`src/hw/rtl/card_frame_parser_and_matcher_defines.svh`:
```
// ----------------------------------------------------------------------------
// Card frame parser and matcher: assertion macros
// Shared property wrappers, clocked on clk and disabled during rst.
// ----------------------------------------------------------------------------
`ifndef CARD_FRAME_PARSER_AND_MATCHER_DEFINES_SVH
`define CARD_FRAME_PARSER_AND_MATCHER_DEFINES_SVH

// Same-cycle implication.
`define CFPM_ASSERT_NOW(label, ante, cons, msg) \
  label: assert property (@(posedge clk) disable iff (rst) (ante) |-> (cons)) \
    else $error(msg);

// Next-cycle implication.
`define CFPM_ASSERT_NEXT(label, ante, cons, msg) \
  label: assert property (@(posedge clk) disable iff (rst) (ante) |=> (cons)) \
    else $error(msg);

`endif

```
`src/hw/rtl/cfpm_pkg.sv`:
```
// ----------------------------------------------------------------------------
// cfpm_pkg
// Types, codes and header table for the card frame parser and matcher.
// ----------------------------------------------------------------------------
`default_nettype none

package cfpm_pkg;

  localparam int CMD_W  = 2;
  localparam int BYTE_W = 8;
  localparam int ID_W   = 32;
  localparam int EV_W   = 2;
  localparam int RTY_W  = 2;
  localparam int POS_W  = 4;

  // Request commands
  localparam logic [CMD_W-1:0] CMD_BYTE   = 2'd0;
  localparam logic [CMD_W-1:0] CMD_ENROLL = 2'd1;
  localparam logic [CMD_W-1:0] CMD_LOCK   = 2'd2;

  // Event codes
  localparam logic [EV_W-1:0] EV_NONE       = 2'd0;
  localparam logic [EV_W-1:0] EV_ENROLLED   = 2'd1;
  localparam logic [EV_W-1:0] EV_AUTHORIZED = 2'd2;
  localparam logic [EV_W-1:0] EV_DENIED     = 2'd3;

  localparam logic [RTY_W-1:0] RETRY_MAX = 2'd3;

  // Frame positions: 0 idle, 1..6 header matched, 7..10 capturing ID
  localparam logic [POS_W-1:0] POS_IDLE = 4'd0;
  localparam logic [POS_W-1:0] HDR_LEN  = 4'd7;
  localparam logic [POS_W-1:0] ID_END   = 4'd10;

  typedef struct packed {
    logic            done;
    logic [ID_W-1:0] id;
  } card_t;

  // Expected header byte at each header position
  function automatic logic [BYTE_W-1:0] hdr_byte(input logic [2:0] idx);
    logic [BYTE_W-1:0] b;
    case (idx)
      3'd0:    b = 8'h04;
      3'd1:    b = 8'h0C;
      3'd2:    b = 8'h02;
      3'd3:    b = 8'h30;
      3'd4:    b = 8'h00;
      3'd5:    b = 8'h04;
      3'd6:    b = 8'h00;
      default: b = 8'h00;
    endcase
    return b;
  endfunction

endpackage

`default_nettype wire

```
`src/hw/rtl/cfpm_in_if.sv`:
```
// ----------------------------------------------------------------------------
// cfpm_in_if
// Request channel: command and received byte with valid/ready.
// ----------------------------------------------------------------------------
`default_nettype none

interface cfpm_in_if;
  logic                         valid;
  logic                         ready;
  logic [cfpm_pkg::CMD_W-1:0]   command;
  logic [cfpm_pkg::BYTE_W-1:0]  data_byte;

  modport source (output valid, command, data_byte, input ready);
  modport sink   (input valid, command, data_byte, output ready);
endinterface

`default_nettype wire

```
`src/hw/rtl/cfpm_out_if.sv`:
```
// ----------------------------------------------------------------------------
// cfpm_out_if
// Result channel: event and session status with valid/ready.
// ----------------------------------------------------------------------------
`default_nettype none

interface cfpm_out_if;
  logic                        valid;
  logic                        ready;
  logic [cfpm_pkg::EV_W-1:0]   event_res;
  logic [cfpm_pkg::ID_W-1:0]   last_card_id;
  logic [cfpm_pkg::RTY_W-1:0]  retries;
  logic                        unlocked;
  logic                        has_card;

  modport source (output valid, event_res, last_card_id, retries, unlocked, has_card,
                  input ready);
  modport sink   (input valid, event_res, last_card_id, retries, unlocked, has_card,
                  output ready);
endinterface

`default_nettype wire

```
`src/hw/rtl/cfpm_parser.sv`:
```
// ----------------------------------------------------------------------------
// cfpm_parser
// Header match and card ID capture; flags the request that completes an ID.
// ----------------------------------------------------------------------------
`default_nettype none

module cfpm_parser (
  input  wire logic                          clk,
  input  wire logic                          rst,
  input  wire logic                          step,
  input  wire logic [cfpm_pkg::CMD_W-1:0]    command,
  input  wire logic [cfpm_pkg::BYTE_W-1:0]   data_byte,
  output cfpm_pkg::card_t                    card
);

  logic [cfpm_pkg::POS_W-1:0] frame_position, frame_position_next;
  logic [23:0]                partial_id, partial_id_next;

  always_comb begin
    frame_position_next = frame_position;
    partial_id_next     = partial_id;
    case (command)
      cfpm_pkg::CMD_BYTE: begin
        if (frame_position == cfpm_pkg::POS_IDLE) begin
          if (data_byte == cfpm_pkg::hdr_byte(3'd0)) begin
            frame_position_next = 4'd1;
          end
        end else if (frame_position < cfpm_pkg::HDR_LEN) begin
          frame_position_next = (data_byte == cfpm_pkg::hdr_byte(frame_position[2:0]))
                              ? frame_position + 4'd1 : cfpm_pkg::POS_IDLE;
        end else if (frame_position < cfpm_pkg::ID_END) begin
          partial_id_next     = {partial_id[15:0], data_byte};
          frame_position_next = frame_position + 4'd1;
        end else begin
          // ID complete, or a position that cannot occur: back to idle
          frame_position_next = cfpm_pkg::POS_IDLE;
        end
      end
      cfpm_pkg::CMD_ENROLL, cfpm_pkg::CMD_LOCK: begin
        frame_position_next = cfpm_pkg::POS_IDLE;
      end
      default: begin
      end
    endcase
  end

  assign card.done = (command == cfpm_pkg::CMD_BYTE) && (frame_position == cfpm_pkg::ID_END);
  assign card.id   = {partial_id, data_byte};

  always_ff @(posedge clk) begin
    if (rst) begin
      frame_position <= cfpm_pkg::POS_IDLE;
      partial_id     <= '0;
    end else if (step) begin
      frame_position <= frame_position_next;
      partial_id     <= partial_id_next;
    end
  end

endmodule

`default_nettype wire

```
`src/hw/rtl/card_frame_parser_and_matcher.sv`:
```
// ----------------------------------------------------------------------------
// card_frame_parser_and_matcher
// Reader frame parser with single-card enrolment and match.
// ----------------------------------------------------------------------------
// Usage:
//   request carries one command per transfer: a received reader byte, start
//   enrolment, or lock. Bytes are scanned for the header 04 0C 02 30 00 04 00
//   followed by a four-byte card ID, first byte in the top bits.
//   result returns exactly one item per request: the event the request caused
//   (none, enrolled, authorised, denied) plus last card ID, retries,
//   unlocked and has_card as they stand after that request.
//   A request passes from one input register through the parser and matcher
//   logic into the result register. Throughput is one request per cycle
//   while result is not stalled; the critical path is the 32-bit card compare
//   feeding the retry and unlock update.
//   When the result is stalled the result register holds, the input register
//   keeps one more request, and request.ready drops only when both are full.
//   Synchronous reset empties both registers, idles the parser and clears
//   the stored card, retries, unlocked and enrolment state.
// ----------------------------------------------------------------------------
`default_nettype none
`include "card_frame_parser_and_matcher_defines.svh"

module card_frame_parser_and_matcher (
  input wire logic   clk,
  input wire logic   rst,
  cfpm_in_if.sink    request,
  cfpm_out_if.source result
);

  // Input register
  logic                         in_valid;
  logic [cfpm_pkg::CMD_W-1:0]   cmd_q;
  logic [cfpm_pkg::BYTE_W-1:0]  byte_q;

  // Session state
  logic [cfpm_pkg::ID_W-1:0]    last_id, last_id_next;
  logic [cfpm_pkg::ID_W-1:0]    enrolled_id, enrolled_id_next;
  logic                         enrolled_valid, enrolled_valid_next;
  logic                         enroll_pending, enroll_pending_next;
  logic [cfpm_pkg::RTY_W-1:0]   fail_count, fail_count_next;
  logic                         unlock_flag, unlock_flag_next;
  logic [cfpm_pkg::EV_W-1:0]    ev_next;

  // Result register
  logic                         out_valid;
  logic [cfpm_pkg::EV_W-1:0]    ev_q;

  logic            advance;
  cfpm_pkg::card_t card;

  // Advance the held request whenever the result register is free or draining
  assign advance       = in_valid && (!out_valid || result.ready);
  assign request.ready = !in_valid || advance;

  always_ff @(posedge clk) begin
    if (rst) begin
      in_valid <= 1'b0;
    end else if (request.ready) begin
      in_valid <= request.valid;
    end
  end

  always_ff @(posedge clk) begin
    if (request.valid && request.ready) begin
      cmd_q  <= request.command;
      byte_q <= request.data_byte;
    end
  end

  cfpm_parser u_parser (
    .clk       (clk),
    .rst       (rst),
    .step      (advance),
    .command   (cmd_q),
    .data_byte (byte_q),
    .card      (card)
  );

  // Enrolment, match and retry bookkeeping
  always_comb begin
    last_id_next        = last_id;
    enrolled_id_next    = enrolled_id;
    enrolled_valid_next = enrolled_valid;
    enroll_pending_next = enroll_pending;
    fail_count_next     = fail_count;
    unlock_flag_next    = unlock_flag;
    ev_next             = cfpm_pkg::EV_NONE;
    case (cmd_q)
      cfpm_pkg::CMD_BYTE: begin
        if (card.done) begin
          last_id_next = card.id;
          if (enroll_pending) begin
            enrolled_id_next    = card.id;
            enrolled_valid_next = 1'b1;
            enroll_pending_next = 1'b0;
            fail_count_next     = '0;
            ev_next             = cfpm_pkg::EV_ENROLLED;
          end else if (enrolled_valid && (enrolled_id == card.id)) begin
            unlock_flag_next = 1'b1;
            fail_count_next  = '0;
            ev_next          = cfpm_pkg::EV_AUTHORIZED;
          end else begin
            // Saturate the retry count
            if (fail_count != cfpm_pkg::RETRY_MAX) begin
              fail_count_next = fail_count + 2'd1;
            end
            ev_next = cfpm_pkg::EV_DENIED;
          end
        end
      end
      cfpm_pkg::CMD_ENROLL: begin
        enroll_pending_next = 1'b1;
      end
      cfpm_pkg::CMD_LOCK: begin
        // Keep the stored card; drop the session
        fail_count_next     = '0;
        unlock_flag_next    = 1'b0;
        enroll_pending_next = 1'b0;
      end
      default: begin
      end
    endcase
  end

  always_ff @(posedge clk) begin
    if (rst) begin
      last_id        <= '0;
      enrolled_id    <= '0;
      enrolled_valid <= 1'b0;
      enroll_pending <= 1'b0;
      fail_count     <= '0;
      unlock_flag    <= 1'b0;
    end else if (advance) begin
      last_id        <= last_id_next;
      enrolled_id    <= enrolled_id_next;
      enrolled_valid <= enrolled_valid_next;
      enroll_pending <= enroll_pending_next;
      fail_count     <= fail_count_next;
      unlock_flag    <= unlock_flag_next;
    end
  end

  // Result register: load on advance, release when taken
  always_ff @(posedge clk) begin
    if (rst) begin
      out_valid <= 1'b0;
    end else if (advance) begin
      out_valid <= 1'b1;
    end else if (result.ready) begin
      out_valid <= 1'b0;
    end
  end

  always_ff @(posedge clk) begin
    if (advance) begin
      ev_q <= ev_next;
    end
  end

  // Status fields mirror the session state, which only moves on advance
  assign result.valid        = out_valid;
  assign result.event_res    = ev_q;
  assign result.last_card_id = last_id;
  assign result.retries      = fail_count;
  assign result.unlocked     = unlock_flag;
  assign result.has_card     = enrolled_valid;

  `CFPM_ASSERT_NOW(a_auth_state,
    out_valid && (ev_q == cfpm_pkg::EV_AUTHORIZED),
    unlock_flag && (fail_count == '0) && enrolled_valid,
    "authorised event without unlocked session")
  `CFPM_ASSERT_NOW(a_enrol_state,
    out_valid && (ev_q == cfpm_pkg::EV_ENROLLED),
    enrolled_valid && !enroll_pending && (fail_count == '0),
    "enrolled event without stored card")
  `CFPM_ASSERT_NEXT(a_retry_step, 1'b1,
    (fail_count == '0) || (fail_count == $past(fail_count))
      || (fail_count == $past(fail_count) + 2'd1),
    "retry count moved by more than one")
  `CFPM_ASSERT_NEXT(a_hold_pending, in_valid && out_valid && !result.ready,
    in_valid && out_valid && $stable(ev_q) && $stable(fail_count),
    "stalled result or pending request lost")

endmodule

`default_nettype wire
```
`src/flat_wrapper.sv`:
```
// flat-port wrapper written by rule: the top's interface ports become plain ports
module card_frame_parser_and_matcher_flat 
  (clk, rst, request_valid, request_command, request_data_byte, request_ready, result_valid, result_event_res, result_last_card_id, result_retries, result_unlocked, result_has_card, result_ready);
  cfpm_in_if request_i ();
  cfpm_out_if result_i ();
  input wire logic clk;
  input wire logic rst;
  input wire logic [$bits(request_i.valid)-1:0] request_valid;
  input wire logic [$bits(request_i.command)-1:0] request_command;
  input wire logic [$bits(request_i.data_byte)-1:0] request_data_byte;
  output wire logic [$bits(request_i.ready)-1:0] request_ready;
  output wire logic [$bits(result_i.valid)-1:0] result_valid;
  output wire logic [$bits(result_i.event_res)-1:0] result_event_res;
  output wire logic [$bits(result_i.last_card_id)-1:0] result_last_card_id;
  output wire logic [$bits(result_i.retries)-1:0] result_retries;
  output wire logic [$bits(result_i.unlocked)-1:0] result_unlocked;
  output wire logic [$bits(result_i.has_card)-1:0] result_has_card;
  input wire logic [$bits(result_i.ready)-1:0] result_ready;
  assign request_i.valid = request_valid;
  assign request_i.command = request_command;
  assign request_i.data_byte = request_data_byte;
  assign request_ready = request_i.ready;
  assign result_valid = result_i.valid;
  assign result_event_res = result_i.event_res;
  assign result_last_card_id = result_i.last_card_id;
  assign result_retries = result_i.retries;
  assign result_unlocked = result_i.unlocked;
  assign result_has_card = result_i.has_card;
  assign result_i.ready = result_ready;
  card_frame_parser_and_matcher u_core (.clk(clk), .rst(rst), .request(request_i), .result(result_i));
endmodule
```
`config.mk`:
```
export PLATFORM = sky130hd
export DESIGN_NAME = card_frame_parser_and_matcher_flat
export DESIGN_NICKNAME = d
export VERILOG_FILES = /design/src/hw/rtl/cfpm_pkg.sv /design/src/hw/rtl/cfpm_in_if.sv /design/src/hw/rtl/cfpm_out_if.sv /design/src/hw/rtl/cfpm_parser.sv /design/src/hw/rtl/card_frame_parser_and_matcher.sv /design/src/flat_wrapper.sv
export VERILOG_INCLUDE_DIRS = /design/src /design/src/hw/rtl
export SDC_FILE = /design/constraint.sdc
export NUM_CORES = 1
export LEC_CHECK = 0
export ABC_AREA = 1
export BUFFER_PORTS_ARGS = -buffer_cell sky130_fd_sc_hd__buf_2
export CORE_ASPECT_RATIO = 0.8
export CORE_MARGIN = 8
export CORE_UTILIZATION = 50
export DETAILED_ROUTE_END_ITERATION = 8
export PLACE_DENSITY = 0.69
export REMOVE_ABC_BUFFERS = 1
export SETUP_SLACK_MARGIN = 0.5
export SKIP_CTS_REPAIR_TIMING = 1
export SKIP_LAST_GASP = 1
export SYNTH_ARGS = -nofsm -noshare
export SYNTH_HDL_FRONTEND = slang
export SYNTH_SLANG_ARGS = --single-unit
```
`constraint.sdc`:
```
create_clock -name clk -period 2.9 [get_ports clk]
set_input_delay 0.725 -clock clk [delete_from_list [all_inputs] [get_ports clk]]
set_output_delay 0.725 -clock clk [all_outputs]
set_load 0.005 [all_outputs]
```
==> metrics.md <==
| Metric | Value |
|---|---|
| Initial DRC count | `345` |
| Final WS setup | `0.794 ns` |
| Critical R2R Capture | `u_core.enrolled_id[11]` |
| Largest family of logic cells by synthesized area | `simple AND/OR/NAND/NOR gates` |
| Slew Viols, Final | `0` |
| Clk_lat worst skew | `0.35 ns` |
| Post-route setup TNS | `0 ns` |
| GRT Util Overall | `18.2%` |
| Adder-Cell Fraction of Synth Area | `2.54%` |
| Port bufs | `53` |
| Grt ovf | `0` |
| Fin nets | `722` |
| Synth Area in Compound Gates | `18.4%` |
| Vias in the first global route | `4000` |
| CTS root buffer | `clkbuf_16` |
| Non-Filler Instances | `822` |
| Setup CP Type | `flip-flop to flip-flop` |
| CP startpoint kind | `flip-flop` |
| DRT antenna net count | `0` |
| Syn Inst Count | `652` |
| Status | `completed` |
| Hold Crit Start | `u_core.enrolled_id[21]` |
| Maxcap violations | `0` |
| Synthesized area | `4920 um2` |
| Synth Register Bits | `111` |
| GP Congestion | `0.925` |
| Required @ worst endpoint | `3.14 ns` |
| Mux contribution to synthesized area | `0%` |
| Largest net degree at the start of global routing | `57` |
| CTS tree | `done` |
| Fin area | `5580 um2` |
| Synth Warn # | `0` |
| Share of layout cells above drive strength 1 | `12.5%` |
| Final min period | `2.11 ns` |
| Initial antenna violation count | `0` |
| Clock buffer depth | `2` |
| I/O pin count | `54` |
| Initial Util | `51.2%` |
| Final core occ | `58.1%` |
| CTS Buf Count | `9` |
| Highest clock rate | `475 MHz` |
| Final hold slack | `0.469 ns` |
| Cells after DPL | `803` |
| Synthesis-to-layout area growth | `13.5%` |
| Hold endpoint | `u_core.enrolled_id[21]` |
| First-pass DRT Iterations | `5` |
| Highest-count cells in the layout ignoring fill and taps | `nand2_1 (126), dfxtp_1 (99), a21oi_1 (82), inv_1 (80), o21ai_0 (71)` |
| Fin crit share | `72.6%` |
| Post-Synth Simple-Gate Area | `19.8%` |
| Mapped Avg Cell Area | `7.54 um2` |
| Clk sinks | `111` |
| R2r setup slk | `0.79 ns` |
| Slew margin rel. | `62.0%` |
| Routed len/inst | `14.8 um` |
| Die Ht | `105 um` |
| VDD IR max | `0.451 mV` |
| DR vias | `4357` |
| Crit path capture type | `flip-flop` |
| Clock skew | `0.0119 ns` |
| Detailed Place HPWL | `8660 um` |
| Die ar. | `13300 um2` |
| CP max FO | `56` |
| Floorplan row count | `32` |
| Hold path cells | `2` |
| Die width | `127 um` |
| DR vias/cell | `5.30` |
| Yosys cell types | `25` |
| RSZ-0062 raised after global routing | `false` |
| Synth Area in XOR/XNOR | `2.14%` |
| Power Density | `523 nW/um2` |
| Commonest non-fill, non-tap cell in the layout | `nand2_1` |
| Leak Pwr | `2.49 nW` |
| Measured slew at the worst slew-check pin | `0.569 ns` |
| Reg2reg start | `u_core.cmd_q[1]` |
| First-pass GRT wire length | `19700 um` |
| Reg2reg path depth | `12` |
| Pre-CTS WS | `0.431 ns` |
| Power consumption | `2.92 mW` |
| Core Area | `9610 um2` |
| Placed instance area | `5260 um2` |
| # DRC | `0` |
| Post-synthesis sequential area ratio | `47.6%` |
| Setup-failing EPs final | `0` |
| CTS clk-pin slew, worst paths | `0.07 ns` |
| Final hold violations | `0` |
| Critical Path AT | `2.34 ns` |
| Hold Crit Class | `flip-flop to flip-flop` |
| Antenna Cells | `0` |
| H-tree depth | `3` |
| Total routed wirelength | `12100 um` |
==> worst max-delay path: stages (launching register included) <==
cell,delay (ns)
edfxtp_1,0.40
inv_1,0.10
ha_2,0.22
inv_2,0.07
nor2_1,0.13
inv_2,0.13
nor2_8,0.17
inv_2,0.10
nor2_8,0.16
inv_2,0.06
buf_12,0.18
o21ai_0,0.18
a21oi_1,0.06
==> synthesized netlist by cell type <==
master | number | area, um2
nand2_1 | 126 | 473
nor3_1 | 3 | 15.0
nand2_2 | 1 | 6.26
o21ai_1 | 14 | 70.1
nor2_8 | 2 | 40.0
nand3_1 | 15 | 75.1
dfxtp_1 | 99 | 1980
o21ai_0 | 71 | 355
nand3b_1 | 2 | 15.0
buf_6 | 5 | 56.3
nor2_4 | 1 | 11.3
nand4_1 | 15 | 93.8
a21oi_1 | 82 | 410
clkbuf_1 | 21 | 78.8
edfxtp_1 | 12 | 360
ha_1 | 10 | 125
xor2_1 | 5 | 43.8
xnor2_1 | 7 | 61.3
nor2_1 | 62 | 233
inv_1 | 82 | 308
inv_2 | 5 | 18.8
a211oi_1 | 9 | 67.6
and3_1 | 1 | 6.26
and2_1 | 1 | 6.26
buf_2 | 1 | 5.00
==> where the power goes <==
group	switching (mW)	internal, mW
Sequential	0.0113	1.57
Clock	0.551	0.666
Combinational	0.0829	0.0428
Total	0.645	2.27
==> state kept, by name, summed over array words and instances (netlist names) <==
name and cells:
u_core.byte_q 8, u_core.cmd_q 2, u_core.enroll_pending 1, u_core.enrolled_id 32, u_core.in_valid 1, u_core.result.event_res 2, u_core.result.has_card 1, u_core.result.last_card_id 32
u_core.result.retries 2, u_core.result.unlocked 1, u_core.result.valid 1, u_core.u_parser.frame_position 4, u_core.u_parser.partial_id 24
==> logic make-up after synthesis <==
group	after synthesis
AO/OA/AOI/OAI	176
XOR/XNOR	12
adder cells (fa/ha/maj)	10
buffers and inverters	114
flip-flops	111
AND/OR/NAND/NOR	229
==> layer usage <==
| metal | vias up | global-route usage [%] | routed length (um) |
|---|---|---|---|
| li1 | 2208 | - | - |
| met1 | 2020 | 25.0 | 5850 |
| met2 | 116 | 27.3 | 5380 |
| met3 | 13 | 4.82 | 740 |
| met4 | 0 | 5.68 | 161 |
| met5 | - | 0 | 0 |
==> how the worst max path moves through the flow <==
stage               depth (start not counted)       startpoint  slack, ns                        endpoint
finish                                     12  u_core.cmd_q[1]       0.79          u_core.enrolled_id[11]
global placement                           13     result_ready       0.52           u_core.enrolled_id[1]
CTS                                        12  u_core.cmd_q[1]       0.61           u_core.enrolled_id[4]
detailed placement                         13     result_ready       0.43           u_core.enrolled_id[4]
global route                               12  u_core.cmd_q[1]       0.54           u_core.enrolled_id[9]
floorplan                                   9     result_ready     -0.007  u_core.u_parser.partial_id[10]
==> final cells by class <==
| class | instances | area [um2] |
|---|---|---|
| fillers | 913 | 4030 |
| flip-flops and latches | 111 | 2340 |
| multi-input cells | 428 | 2120 |
| repair buffers | 61 | 350 |
| inverters | 87 | 327 |
| clock buffers | 10 | 229 |
| well taps | 119 | 149 |
| clock inverters | 6 | 61.3 |
No activity file was read; power rests on OpenSTA's default activity.
